==> config.mk <==
export PLATFORM = sky130hd
export DESIGN_NAME = go_back_n_sender_window
export DESIGN_NICKNAME = d
export VERILOG_FILES = /design/src/rtl/gbn_pkg.sv /design/src/rtl/go_back_n_sender_window.sv /design/src/rtl/gbn_ram.sv /design/src/rtl/gbn_ctrl.sv /design/src/rtl/gbn_dpath.sv
export SDC_FILE = /design/constraint.sdc
export NUM_CORES = 1
export LEC_CHECK = 0
export BUFFER_PORTS_ARGS = -buffer_cell sky130_fd_sc_hd__buf_2
export CORE_MARGIN = 1.5
export CORE_UTILIZATION = 40
export CTS_CLUSTER_DIAMETER = 80
export DETAILED_ROUTE_END_ITERATION = 12
export PLACE_DENSITY = 0.55
export SLEW_MARGIN = 20
export SYNTH_ARGS = -nofsm -noshare
export SYNTH_HDL_FRONTEND = slang
export SYNTH_SLANG_ARGS = --single-unit
==> constraint.sdc <==
create_clock -name clk -period 7.1 [get_ports clk]
set_input_delay 0.71 -clock clk [delete_from_list [all_inputs] [get_ports clk]]
set_output_delay 0.71 -clock clk [all_outputs]
set_load 0.05 [all_outputs]
==> src/rtl/gbn_pkg.sv <==
// Shared types and constants for the go-back-N sender window.
// Used by the controller, the datapath and the top level.
package gbn_pkg;

  localparam int SEQ_W          = 3;
  localparam int WIN_W          = 4;
  localparam int TMO_W          = 16;
  localparam int MODE_W         = 2;
  localparam int ACT_W          = 3;
  localparam int SEQ_CAP        = 8;
  localparam int CFG_IDX_W      = 1;
  localparam int DEF_MAX_WINDOW = 8;
  localparam int DEF_DATA_WIDTH = 32;

  localparam logic [WIN_W-1:0] WINDOW_RESET  = WIN_W'(4);
  localparam logic [TMO_W-1:0] TIMEOUT_RESET = TMO_W'(6);

  localparam logic [CFG_IDX_W-1:0] REG_WINDOW_SIZE   = 1'b0;
  localparam logic [CFG_IDX_W-1:0] REG_TIMEOUT_TICKS = 1'b1;

  typedef enum logic [MODE_W-1:0] {
    MODE_OFFER = 2'd0,
    MODE_ACK   = 2'd1,
    MODE_TICK  = 2'd2,
    MODE_RSVD  = 2'd3
  } mode_t;

  typedef enum logic [ACT_W-1:0] {
    ACT_NONE    = 3'd0,
    ACT_SEND    = 3'd1,
    ACT_RESEND  = 3'd2,
    ACT_DELIVER = 3'd3,
    ACT_REFUSE  = 3'd4
  } action_t;

  typedef enum logic {
    ST_IDLE = 1'b0,
    ST_EMIT = 1'b1
  } state_t;

  typedef struct packed {
    logic send;
    logic refuse;
    logic deliver;
    logic ack_any;
    logic tick;
    logic start_resend;
    logic quiet;
    logic emit;
  } cmd_t;

  typedef struct packed {
    logic full;
    logic has_out;
    logic ack_match;
    logic armed;
    logic expire;
    logic emit_last;
    logic out_free;
  } status_t;

endpackage

==> src/rtl/go_back_n_sender_window.sv <==
// Go-back-N ARQ sender window, top level.
// Depends on gbn_pkg, gbn_ctrl, gbn_dpath and gbn_ram.
//
// Each request is an offered payload, an acknowledgement or a time tick, selected by
// s_tuser. Offers, matching acknowledgements, plain ticks and ignored requests give one
// result each. An acknowledgement that does not match, or a tick that expires the timer,
// resends every outstanding frame from the oldest: that request starts the burst, which
// then gives one result per frame, paced by the single read port of the frame store and
// by the output, which can stall it. The last result of each request carries m_tlast.
// A result register sits on the output, so a new request is taken while the previous
// result is being handed over. The frame store needs no clearing after reset. Write
// configuration only while the block is idle; writing the window size restarts sequence
// numbering and drops all outstanding frames.
module go_back_n_sender_window #(
  parameter int MAX_WINDOW = gbn_pkg::DEF_MAX_WINDOW,
  parameter int DATA_WIDTH = gbn_pkg::DEF_DATA_WIDTH
) (
  input  logic                                clk,
  input  logic                                rst,
  input  logic                                s_tvalid,
  output logic                                s_tready,
  // payload, ack_seq, zero fill
  input  logic [((DATA_WIDTH + gbn_pkg::SEQ_W + 7) / 8) * 8 - 1:0] s_tdata,
  // mode
  input  logic [gbn_pkg::MODE_W-1:0]          s_tuser,
  output logic                                m_tvalid,
  input  logic                                m_tready,
  // frame_seq, frame_data, in_flight, zero fill
  output logic [((DATA_WIDTH + gbn_pkg::SEQ_W + gbn_pkg::WIN_W + 7) / 8) * 8 - 1:0] m_tdata,
  // action
  output logic [gbn_pkg::ACT_W-1:0]           m_tuser,
  output logic                                m_tlast,
  input  logic                                cfg_we,
  input  logic [gbn_pkg::CFG_IDX_W-1:0]       cfg_index,
  input  logic [gbn_pkg::TMO_W-1:0]           cfg_data
);
  import gbn_pkg::*;

  localparam int OutTdataW = ((DATA_WIDTH + SEQ_W + WIN_W + 7) / 8) * 8;

  cmd_t                  cmd;
  status_t               stat;
  mode_t                 mode;
  action_t               out_action;
  logic [SEQ_W-1:0]      out_seq;
  logic [DATA_WIDTH-1:0] out_data;
  logic [WIN_W-1:0]      out_flight;

  assign mode = mode_t'(s_tuser);

  gbn_ctrl u_ctrl (
    .clk      (clk),
    .rst      (rst),
    .s_tvalid (s_tvalid),
    .s_tready (s_tready),
    .mode     (mode),
    .stat     (stat),
    .cmd      (cmd)
  );

  gbn_dpath #(
    .MAX_WINDOW (MAX_WINDOW),
    .DATA_WIDTH (DATA_WIDTH)
  ) u_dpath (
    .clk        (clk),
    .rst        (rst),
    .cfg_we     (cfg_we),
    .cfg_index  (cfg_index),
    .cfg_data   (cfg_data),
    .in_payload (s_tdata[DATA_WIDTH-1:0]),
    .in_ack_seq (s_tdata[DATA_WIDTH +: SEQ_W]),
    .cmd        (cmd),
    .stat       (stat),
    .out_valid  (m_tvalid),
    .out_ready  (m_tready),
    .out_action (out_action),
    .out_seq    (out_seq),
    .out_data   (out_data),
    .out_flight (out_flight),
    .out_last   (m_tlast)
  );

  assign m_tuser = out_action;
  assign m_tdata = OutTdataW'({out_flight, out_data, out_seq});

endmodule

==> src/rtl/gbn_ram.sv <==
// Generic single-write, single-read RAM with registered read data.
// No dependencies.
module gbn_ram #(
  parameter int WIDTH = 32,
  parameter int DEPTH = 8
) (
  input  logic                     clk,
  input  logic                     wr_en,
  input  logic [$clog2(DEPTH)-1:0] wr_addr,
  input  logic [WIDTH-1:0]         wr_data,
  input  logic                     rd_en,
  input  logic [$clog2(DEPTH)-1:0] rd_addr,
  output logic [WIDTH-1:0]         rd_data
);

  logic [WIDTH-1:0] mem [DEPTH];

  always_ff @(posedge clk) begin
    if (wr_en) begin
      mem[wr_addr] <= wr_data;
    end
    if (rd_en) begin
      rd_data <= mem[rd_addr];
    end
  end

endmodule

==> src/rtl/gbn_ctrl.sv <==
// Controller state machine: decodes requests and sequences resend bursts.
// Depends on gbn_pkg.
module gbn_ctrl (
  input  logic              clk,
  input  logic              rst,
  input  logic              s_tvalid,
  output logic              s_tready,
  input  gbn_pkg::mode_t    mode,
  input  gbn_pkg::status_t  stat,
  output gbn_pkg::cmd_t     cmd
);
  import gbn_pkg::*;

  state_t state;
  state_t state_next;

  always_ff @(posedge clk) begin
    if (rst) begin
      state <= ST_IDLE;
    end else begin
      state <= state_next;
    end
  end

  always_comb begin
    cmd        = '0;
    state_next = state;
    s_tready   = 1'b0;
    case (state)
      ST_IDLE: begin
        s_tready = stat.out_free;
        if (s_tvalid && stat.out_free) begin
          case (mode)
            MODE_OFFER: begin
              if (stat.full) begin
                cmd.refuse = 1'b1;
              end else begin
                cmd.send = 1'b1;
              end
            end
            MODE_ACK: begin
              if (stat.has_out) begin
                cmd.ack_any = 1'b1;
                if (stat.ack_match) begin
                  cmd.deliver = 1'b1;
                end else begin
                  cmd.start_resend = 1'b1;
                  state_next       = ST_EMIT;
                end
              end else begin
                cmd.quiet = 1'b1;
              end
            end
            MODE_TICK: begin
              if (stat.armed) begin
                cmd.tick = 1'b1;
                if (stat.expire && stat.has_out) begin
                  cmd.start_resend = 1'b1;
                  state_next       = ST_EMIT;
                end else begin
                  cmd.quiet = 1'b1;
                end
              end else begin
                cmd.quiet = 1'b1;
              end
            end
            default: begin
              cmd.quiet = 1'b1;
            end
          endcase
        end
      end
      ST_EMIT: begin
        if (stat.out_free) begin
          cmd.emit = 1'b1;
          if (stat.emit_last) begin
            state_next = ST_IDLE;
          end
        end
      end
      default: begin
        state_next = ST_IDLE;
      end
    endcase
  end

endmodule

==> src/rtl/gbn_dpath.sv <==
// Datapath: window registers, retransmission timer, frame store and result register.
// Depends on gbn_pkg and gbn_ram.
module gbn_dpath #(
  parameter int MAX_WINDOW = gbn_pkg::DEF_MAX_WINDOW,
  parameter int DATA_WIDTH = gbn_pkg::DEF_DATA_WIDTH
) (
  input  logic                            clk,
  input  logic                            rst,
  input  logic                            cfg_we,
  input  logic [gbn_pkg::CFG_IDX_W-1:0]   cfg_index,
  input  logic [gbn_pkg::TMO_W-1:0]       cfg_data,
  input  logic [DATA_WIDTH-1:0]           in_payload,
  input  logic [gbn_pkg::SEQ_W-1:0]       in_ack_seq,
  input  gbn_pkg::cmd_t                   cmd,
  output gbn_pkg::status_t                stat,
  output logic                            out_valid,
  input  logic                            out_ready,
  output gbn_pkg::action_t                out_action,
  output logic [gbn_pkg::SEQ_W-1:0]       out_seq,
  output logic [DATA_WIDTH-1:0]           out_data,
  output logic [gbn_pkg::WIN_W-1:0]       out_flight,
  output logic                            out_last
);
  import gbn_pkg::*;

  localparam int WinCap = (MAX_WINDOW < SEQ_CAP) ? MAX_WINDOW : SEQ_CAP;
  localparam int IdxW   = $clog2(WinCap);
  localparam logic [WIN_W-1:0] WinCapV = WIN_W'(WinCap);

  function automatic logic [SEQ_W-1:0] seq_inc(input logic [SEQ_W-1:0] s,
                                               input logic [WIN_W-1:0] w);
    logic [WIN_W-1:0] s1;
    s1 = WIN_W'(s) + 1'b1;
    return (s1 >= w) ? '0 : s1[SEQ_W-1:0];
  endfunction

  logic [WIN_W-1:0] window_size;
  logic [TMO_W-1:0] timeout_ticks;
  logic [SEQ_W-1:0] base_seq;
  logic [SEQ_W-1:0] next_seq;
  logic [WIN_W-1:0] outstanding;
  logic [TMO_W-1:0] timer_count;
  logic             timer_armed;
  logic [SEQ_W-1:0] emit_seq;
  logic [WIN_W-1:0] remain;

  logic [WIN_W-1:0] eff_win;
  logic [SEQ_W-1:0] base_inc;
  logic [SEQ_W-1:0] next_inc;
  logic [SEQ_W-1:0] emit_inc;
  logic [TMO_W-1:0] timer_inc;
  logic [TMO_W-1:0] tmo;
  logic             load;

  logic             rd_en;
  logic [IdxW-1:0]  rd_addr;
  logic [DATA_WIDTH-1:0] rd_data;

  always_comb begin
    if (window_size == '0) begin
      eff_win = WIN_W'(1);
    end else if (window_size > WinCapV) begin
      eff_win = WinCapV;
    end else begin
      eff_win = window_size;
    end
  end

  assign base_inc  = seq_inc(base_seq, eff_win);
  assign next_inc  = seq_inc(next_seq, eff_win);
  assign emit_inc  = seq_inc(emit_seq, eff_win);
  assign timer_inc = timer_count + 1'b1;
  assign tmo       = (timeout_ticks == '0) ? TMO_W'(1) : timeout_ticks;

  assign stat.full      = (outstanding >= eff_win);
  assign stat.has_out   = (outstanding != '0);
  assign stat.ack_match = (in_ack_seq == base_inc);
  assign stat.armed     = timer_armed;
  assign stat.expire    = (timer_inc >= tmo) || (timer_inc == '0);
  assign stat.emit_last = (remain == WIN_W'(1));
  assign stat.out_free  = !out_valid || out_ready;

  assign load    = cmd.send | cmd.refuse | cmd.deliver | cmd.quiet | cmd.emit;
  assign rd_en   = cmd.start_resend | (cmd.emit & ~stat.emit_last);
  assign rd_addr = cmd.start_resend ? base_seq[IdxW-1:0] : emit_inc[IdxW-1:0];

  gbn_ram #(
    .WIDTH (DATA_WIDTH),
    .DEPTH (WinCap)
  ) u_store (
    .clk     (clk),
    .wr_en   (cmd.send),
    .wr_addr (next_seq[IdxW-1:0]),
    .wr_data (in_payload),
    .rd_en   (rd_en),
    .rd_addr (rd_addr),
    .rd_data (rd_data)
  );

  always_ff @(posedge clk) begin
    if (rst) begin
      window_size   <= WINDOW_RESET;
      timeout_ticks <= TIMEOUT_RESET;
      base_seq      <= '0;
      next_seq      <= '0;
      outstanding   <= '0;
      timer_count   <= '0;
      timer_armed   <= 1'b0;
      remain        <= '0;
      out_valid     <= 1'b0;
    end else begin
      if (cfg_we) begin
        if (cfg_index == REG_WINDOW_SIZE) begin
          window_size <= cfg_data[WIN_W-1:0];
          base_seq    <= '0;
          next_seq    <= '0;
          outstanding <= '0;
          timer_count <= '0;
          timer_armed <= 1'b0;
        end else begin
          timeout_ticks <= cfg_data;
        end
      end else begin
        if (cmd.send) begin
          next_seq    <= next_inc;
          outstanding <= outstanding + 1'b1;
          if (!timer_armed) begin
            timer_armed <= 1'b1;
            timer_count <= '0;
          end
        end
        if (cmd.ack_any) begin
          timer_count <= '0;
          if (cmd.deliver) begin
            base_seq    <= base_inc;
            outstanding <= outstanding - 1'b1;
            timer_armed <= (outstanding != WIN_W'(1));
          end else begin
            timer_armed <= 1'b1;
          end
        end
        if (cmd.tick) begin
          timer_count <= stat.expire ? '0 : timer_inc;
        end
        if (cmd.start_resend) begin
          remain <= outstanding;
        end
        if (cmd.emit) begin
          remain <= remain - 1'b1;
        end
      end
      if (load) begin
        out_valid <= 1'b1;
      end else if (out_ready) begin
        out_valid <= 1'b0;
      end
    end
  end

  always_ff @(posedge clk) begin
    if (cmd.start_resend) begin
      emit_seq <= base_seq;
    end else if (cmd.emit) begin
      emit_seq <= emit_inc;
    end
  end

  always_ff @(posedge clk) begin
    if (cmd.send) begin
      out_action <= ACT_SEND;
      out_seq    <= next_seq;
      out_data   <= in_payload;
      out_flight <= outstanding + 1'b1;
      out_last   <= 1'b1;
    end else if (cmd.refuse) begin
      out_action <= ACT_REFUSE;
      out_seq    <= '0;
      out_data   <= '0;
      out_flight <= outstanding;
      out_last   <= 1'b1;
    end else if (cmd.deliver) begin
      out_action <= ACT_DELIVER;
      out_seq    <= '0;
      out_data   <= in_payload;
      out_flight <= outstanding - 1'b1;
      out_last   <= 1'b1;
    end else if (cmd.emit) begin
      out_action <= ACT_RESEND;
      out_seq    <= emit_seq;
      out_data   <= rd_data;
      out_flight <= outstanding;
      out_last   <= stat.emit_last;
    end else if (cmd.quiet) begin
      out_action <= ACT_NONE;
      out_seq    <= '0;
      out_data   <= '0;
      out_flight <= outstanding;
      out_last   <= 1'b1;
    end
  end

endmodule
==> results of run 1 <==
[flip-flops by register name, indices dropped and copies added, names as in the netlist, 4 cells and up]
register and cells:
u_dpath.timer_count 16, u_dpath.u_store.mem 256, u_dpath.outstanding 4, u_dpath.u_store.rd_data 32, u_dpath.remain 4, u_dpath.timeout_ticks 16
u_dpath.window_size 4, u_dpath.out_flight 4, u_dpath.out_data 32
[power by group through the flow]
stage / Combinational [mW] / Clock (mW) / Sequential [mW]
global placement: 0.560 / 0 / 2.57
finish: 0.574 / 2.32 / 2.52
global route: 0.618 / 2.44 / 2.52
CTS: 0.573 / 2.36 / 2.52
detailed placement: 0.573 / 0 / 2.57
floorplan: 0.321 / 0 / 2.63
[cells in the mapped netlist, types with 34 or more instances]
library cell	number	area share, %
clkbuf_1	132	2.2
inv_1	38	0.64
a311o_1	65	2.9
a2111oi_0	97	3.8
mux2_2	129	6.5
nand2_1	194	3.3
a211oi_1	69	2.3
a221oi_1	34	1.3
edfxtp_1	330	45
nand3_1	79	1.8
dfxtp_1	57	5.1
mux2i_1	133	6.0
o21ai_0	91	2.0
ha_1	45	2.5
a21boi_0	34	1.1
a21oi_1	48	1.1
nor2_1	54	0.91
o22ai_1	67	1.9
[layout make-up]
cell class	instances	area share, %
Clock buffer	53	4.731
Clock inverter	27	1.036
Timing Repair Buffer	140	3.520
Multi-Input combinational cell	1367	41.89
Antenna cell	3	0.03017
Tap cell	748	3.761
Sequential cell	387	44.42
Inverter	40	0.6134
[cell families after synthesis]
family	Yosys count
AND/OR/NAND/NOR	410
XOR/XNOR	23
AO/OA/AOI/OAI	625
multiplexers	263
buffers and inverters	232
other	1
adder cells (fa/ha/maj)	45
flip-flops	387
[per-layer routing]
layer | vias up | global-route usage, % | wire, um
li1 | 7931 | - | -
met1 | 8844 | 31.38 | 29940
met2 | 591 | 40.44 | 33500
met3 | 134 | 3.510 | 4153
met4 | 0 | 7.825 | 1833
met5 | - | 0 | 0
[through the flow]
stage	total power, mW	cell area (um2)	hold WS (ns)	std cells
after floorplan	2.951	22260	0.4364	1986
after detailed placement	3.140	23410	0.4678	2681
final	5.416	24890	0.3531	2765
after global routing	5.584	24880	0.3406	2763
after CTS	5.458	24850	0.3185	2761
after global placement	3.127	23410	0.4503	2681
[layout by cell type, fill, tap and decap left out, types with 4 or more instances in the layout]
cell / count
o21ai_0: 91
nand2b_1: 8
clkbuf_16: 46
a31oi_1: 6
xor2_1: 13
nor4_1: 8
a21o_1: 8
mux2i_1: 131
xnor2_1: 10
dfxtp_1: 56
a21oi_1: 47
a211oi_1: 68
buf_4: 31
a2111oi_0: 97
nand4_1: 7
buf_12: 5
a221oi_1: 34
a21boi_0: 34
mux2_2: 129
o211ai_1: 6
inv_1: 38
buf_2: 103
clkinv_1: 7
nand2_1: 191
a311o_1: 65
nor2b_1: 4
clkbuf_1: 7
and3_1: 8
o22ai_1: 67
clkinv_2: 10
nand3b_1: 9
a2111oi_1: 30
nor3_1: 11
nand3_1: 79
bufinv_16: 4
ha_1: 44
nor2_1: 51
edfxtp_1: 330
a22o_1: 33
a22oi_1: 11
[worst max-delay path: stages (launching register included)]
cell and delay (ns):
dfxtp_1 0.44, nand3_1 0.39, nor4_2 0.50, and3_1 0.23, xor2_1 0.25, ha_1 0.30, a21o_1 0.18, a21o_1 0.17
a21oi_1 0.14, o211a_1 0.26, a21oi_1 0.14, o31ai_4 0.87, mux2i_4 0.75, buf_4 0.46, a2111oi_0 0.13, a2111oi_1 0.47
[worst max path at each step]
stage                           start                           to  slack [ns]  cells past startpoint
6_report       u_dpath.timer_count[2]   u_dpath.u_store.rd_data[1]        1.13                     15
5_1_grt        u_dpath.timer_count[2]   u_dpath.u_store.rd_data[2]        0.66                     15
4_1_cts        u_dpath.timer_count[2]   u_dpath.u_store.rd_data[2]        1.13                     15
3_5_place_dp   u_dpath.timer_count[2]   u_dpath.u_store.rd_data[2]        1.17                     15
2_1_floorplan  u_dpath.window_size[1]    u_dpath.u_store.mem[4][0]        1.32                     11
3_3_place_gp   u_dpath.timer_count[2]  u_dpath.u_store.rd_data[13]        1.31                     15
==> key figures, run 1 <==
Synth
  – Compound-gate portion of the synthesized area: 21.39%
  – Multiplexer share of the synthesized area: 12.61%
  – Register area share after synthesis: 49.65%
  – Mean Syn Cell Area: 11.21 um2
  – Main combinational cell family by area after synthesis: compound AO/OA/AOI/OAI gates
  – Post-synthesis simple-gate area fraction: 8.584%
  – Mapped cell area: 22260 um2
  – Syn_nets: 2095
  – Synth Warn #: 0
  – #FFs+latches synth: 387
  – Post-synth cell types: 71
  – Post-Synth XOR/XNOR Area: 0.9051%
  – Post-synth EDFFs: 330
  – Post-Synth Adder-Cell Area: 2.530%
  – Synth Flop Type: edfxtp_1
  – Post-Syn Instances: 1986
  – Ys async rst share: 0%

Critical path
  – Worst reg2reg endpoint: u_dpath.u_store.rd_data[1]
  – Critical path arrival: 6.31 ns
  – CP endpoint kind: register
  – WS Path Type: register to register
  – Startpoint types: register
  – Worst reg-to-reg setup slack: 1.13 ns
  – Worst EP required: 7.44 ns
  – R2R Path Start: u_dpath.timer_count[2]
  – Peak fanout along the critical path: 19
  – Cells on worst reg2reg path: 15

Timing
  – Final Worst Setup Slack: 1.131 ns
  – Minimum clock period: 5.969 ns
  – Final hold viol count: 0
  – Post-route setup TNS: 0 ns
  – Finish-stage setup viols: 0
  – Max-slew violation count: 0
  – Worst slew pin tran: 1.038 ns
  – Relative slew slack: 30.81%
  – Layout Skew: 0.02298 ns
  – RSZ-0062 raised after global routing: false
  – Highest clock rate: 0.1675 GHz
  – Tcrit/Tclk final: 84.07%

Power
  – Power Density: 217.7 nW/um2
  – Peak VDD IR: 183.2 uV
  – Combinational fraction of design power: 10.6%
  – Flop pwr share: 46.5%
  – Clk pwr share: 42.9%
  – NetSw: 1.407 mW
  – Internal power: 4.010 mW
  – Sw frac: 25.98%
  – Leakage power: 8.276 nW

Floorplan
  – Die Wd: 238.9 um
  – Std cell rows: 86
  – Ports: 110
  – Core Region: 55090 um2
  – Effective utilization at floorplan: 40.40%
  – Die area: 57070 um2
  – Die height: 238.9 um

Outcome
  – Outcome: finished clean

Clock tree
  – Worst-Skew Late Latency: 0.60 ns
  – PostCTS Resize Cnt: 0
  – TritonCTS clock tree: built
  – Hold Buf Count CTS: 0
  – Root Driver: clkbuf_16
  – Clock tree buffer depth: 3
  – Setup repair bufs after CTS: 0
  – Num CTS Buffers: 46
  – H-tree depth reported by CTS: 2
  – Clock Sinks: 387
  – Worst-path clk slew: 0.06 ns

Placed design
  – Port bufs: 103
  – Hpwl dp: 35.78 mm
  – Worst slack, placed: 1.173 ns
  – RD Place Congestion: 0.8039

Worst hold path
  – Hold endpoint: u_dpath.timeout_ticks[8]
  – Hold_sp: cfg_data[8]
  – Worst Hold Depth: 3
  – Hold WC Path Type: input port to register

Route
  – Routed len/inst: 25.11 um
  – Drt initial violations: 1499
  – TritonRoute pass-1 iters: 5
  – DRC: 0
  – Routed WL: 69.43 mm
  – Via count: 17.50k
  – ANT nets after route: 0
  – Drt via density: 6.329

Global route
  – Global-route wire length before repair: 105.1 mm
  – Vias in the first global route: 17.62k
  – Antenna violations before repair: 1
  – Global route overflow: 0
  – GRT Overall Usage: 23.91%
  – Largest net degree at the start of global routing: 182

Layout
  – Final #Nets: 2091
  – Synth-to-Final Area Change: 11.80%
  – Final design utilization: 45.17%
  – Multi-input gate area: 10420 um2
  – Layout cells sized above 1: 18.77%
  – FF+latch area: 11050 um2
  – Fillers: 5108

Job
  – Max Cap Violations: 0
Note: power is estimated with default switching activity, not from simulation.
==> inputs of run 2 (changes only) <==
Clock period 7.1 ns to 6.11 ns, I/O delays scaled along.
==> run 2 against run 1 <==
Non-clock buffer count is 18 higher; flip-flop and latch count stayed put; via count is 1.5% higher; critical path depth stayed put; fmax is 10% higher; wire length is 0.88% higher; core utilization is 0.46 points higher; clock power is 21% higher; clock-buffer cell count is 9 higher; cell count is 0.76% higher; global-route usage is 0.060 points higher.
==> key figures, run 2 (synthesis gave the netlist of run 1 again) <==
Layout
  – Fillers: 5088 (-0.39%)
  – Final design utilization: 45.63% (+0.46 points)
  – Most frequent cells in the layout: edfxtp_1 (330), nand2_1 (191), mux2i_1 (131)
  – Largest Register: u_dpath.u_store.mem
  – Most common library cell in the layout ignoring fill and taps: edfxtp_1
  – Layout cells sized above 1: 19.38% (+0.61 points)
  – Final #Nets: 2110 (+0.91%)
  – Fin area: 25140 um2 (+1.0%)
  – Max FFs per register: 256 (unchanged)
  – Ant diodes: 0 (-3)
  – Synth-to-Final Area Change: 12.93%
  – Regs by FF count: u_dpath.u_store.mem (256), u_dpath.out_data (32), u_dpath.u_store.rd_data (32)

Critical path
  – Slowest stage cell, crit path: a2111oi_0
  – Max stage delay on crit path: 0.81 ns (-0.06 ns)
  – Crit-path cells: nand4_4 > nor4_2 > and3_1 > xor2_1 > ha_1 > a21o_1 > a21o_1 > a21oi_1 > o211a_1 > a21oi_1 > o31ai_4 > mux2i_4 > inv_4 > a2111oi_0 > a2111oi_1
  – CP endpoint kind: register
  – Peak fanout along the critical path: 33 (+14)
  – WS Path Type: register to register
  – Critical path arrival: 5.69 ns (-0.62 ns)
  – Startpoint types: register
  – Worst EP required: 6.39 ns (-1.05 ns)

Clock tree
  – Setup repair bufs after CTS: 0 (unchanged)
  – Num CTS Buffers: 47 (+2.2%)
  – Root Driver: clkbuf_16
  – Worst-path clk slew: 0.06 ns (about the same)
  – TritonCTS clock tree: built
  – PostCTS Resize Cnt: 0 (unchanged)
  – Clock tree buffer depth: 3 (unchanged)
  – H-tree depth reported by CTS: 2 (unchanged)
  – Hold Buf Count CTS: 0 (unchanged)
  – Worst-Skew Late Latency: 0.59 ns (about the same)
  – Clock Sinks: 387 (unchanged)

Global route
  – Global-route wire length before repair: 105.6 mm (+0.45%)
  – Largest net degree at the start of global routing: 224 (+23%)
  – Antenna violations before repair: 0 (-1)
  – Global route overflow: 0 (unchanged)
  – GRT Overall Usage: 23.97% (+0.060 points)
  – Vias in the first global route: 17.69k (+0.43%)

Placed design
  – Port bufs: 103 (unchanged)
  – Hpwl dp: 37.37 mm (+4.4%)
  – Placed Area: 23620 um2 (+0.88%)
  – RD Place Congestion: 0.8109 (+0.87%)

Timing
  – Layout Skew: 0.01962 ns (-0.003357 ns)
  – Worst slew pin tran: 1.056 ns (+0.01787 ns)
  – Highest clock rate: 0.1849 GHz (+10%)
  – Finish-stage setup viols: 0 (unchanged)
  – Relative slew slack: 29.62% (-1.2 points)
  – Minimum clock period: 5.409 ns (-0.5600 ns)
  – RSZ-0062 raised after global routing: false
  – Max-slew violation count: 0 (unchanged)
  – Post-route setup TNS: 0 ns (unchanged)
  – Final hold viol count: 0 (unchanged)
  – Tcrit/Tclk final: 88.52% (+4.5 points)

Floorplan
  – Ports: 110 (unchanged)
  – Std cell rows: 86 (unchanged)
  – Core Region: 55090 um2 (unchanged)
  – Die Wd: 238.9 um (unchanged)
  – Die height: 238.9 um (unchanged)
  – Die area: 57070 um2 (unchanged)
  – Effective utilization at floorplan: 40.40% (unchanged)

Route
  – Routed len/inst: 25.14 um (+0.12%)
  – TritonRoute pass-1 iters: 6 (+1)
  – Drt initial violations: 1455 (-2.9%)
  – Via count: 17.76k (+1.5%)
  – Routed WL: 70.04 mm (+0.88%)
  – ANT nets after route: 0 (unchanged)
  – Drt via density: 6.373 (+0.70%)
  – DRC: 0 (unchanged)

Power
  – Leakage power: 8.422 nW (+1.8%)
  – Peak VDD IR: 185.4 uV (+1.2%)
  – Power Density: 255.4 nW/um2 (+17%)

Job
  – Max Cap Violations: 0 (unchanged)

Outcome
  – Outcome: finished clean

Worst hold path
  – Hold WC Path Type: input port to register
## run 2: where the power goes
group | switching, mW | internal [mW]
sequential | 0.0181 | 2.91
clock | 1.14 | 1.67
combinational | 0.473 | 0.211
total | 1.63 | 4.79
## run 2: layout make-up
type,count,area [um2],share of cell area [%]
multi-input combinational,1367,10420,41.47
clock buffer,62,1275,5.072
inverter,40,152.6,0.6073
sequential,387,11050,43.98
tap,748,935.9,3.723
timing repair buffer,158,1054,4.191
clock inverter,24,241.5,0.9607
## run 2: worst paths after layout
path	from	end	slack [ns]	cells past startpoint
setup / recovery	u_dpath.timer_count[3]	u_dpath.u_store.rd_data[28]	0.70	15
hold / removal	cfg_data[13]	u_dpath.timeout_ticks[13]	0.26	3
setup reg to reg	u_dpath.timer_count[3]	u_dpath.u_store.rd_data[28]	0.70	15
hold reg to reg	u_dpath.timeout_ticks[0]	u_dpath.timeout_ticks[0]	0.47	2
## run 2: worst max-delay path, delay by kind of cell (launching register included)
| family | cells | cell delay, ns |
|---|---|---|
| muxes | 1 | 0.42 |
| adders and majority gates | 1 | 0.29 |
| AOI/OAI and AO/OA | 8 | 2.46 |
| xor gates and xnor gates | 1 | 0.23 |
| and+or+nand+nor | 3 | 0.91 |
| DFF | 1 | 0.51 |
| buffers and inverters | 1 | 0.27 |
## run 2: stage by stage
stage | power [mW] | hold slack [ns] | setup slack [ns] | cells
4_1_cts | 6.466 | 0.2388 | 0.7084 | 2786
3_3_place_gp | 3.646 | 0.4475 | 0.7686 | 2700
6_report | 6.420 | 0.2582 | 0.7013 | 2786
2_1_floorplan | 3.429 | 0.4364 | 0.3347 | 1986
3_5_place_dp | 3.664 | 0.4674 | 0.7698 | 2700
5_1_grt | 6.625 | 0.2515 | 0.4059 | 2786
## run 2: layer usage
| metal | wire length [um] | vias to the layer above | GRT usage, % |
|---|---|---|---|
| li1 | - | 7968 | - |
| met1 | 30330 | 9002 | 31.50 |
| met2 | 33660 | 649 | 40.28 |
| met3 | 4216 | 137 | 3.464 |
| met4 | 1832 | 0 | 8.400 |
| met5 | 0 | - | 0 |
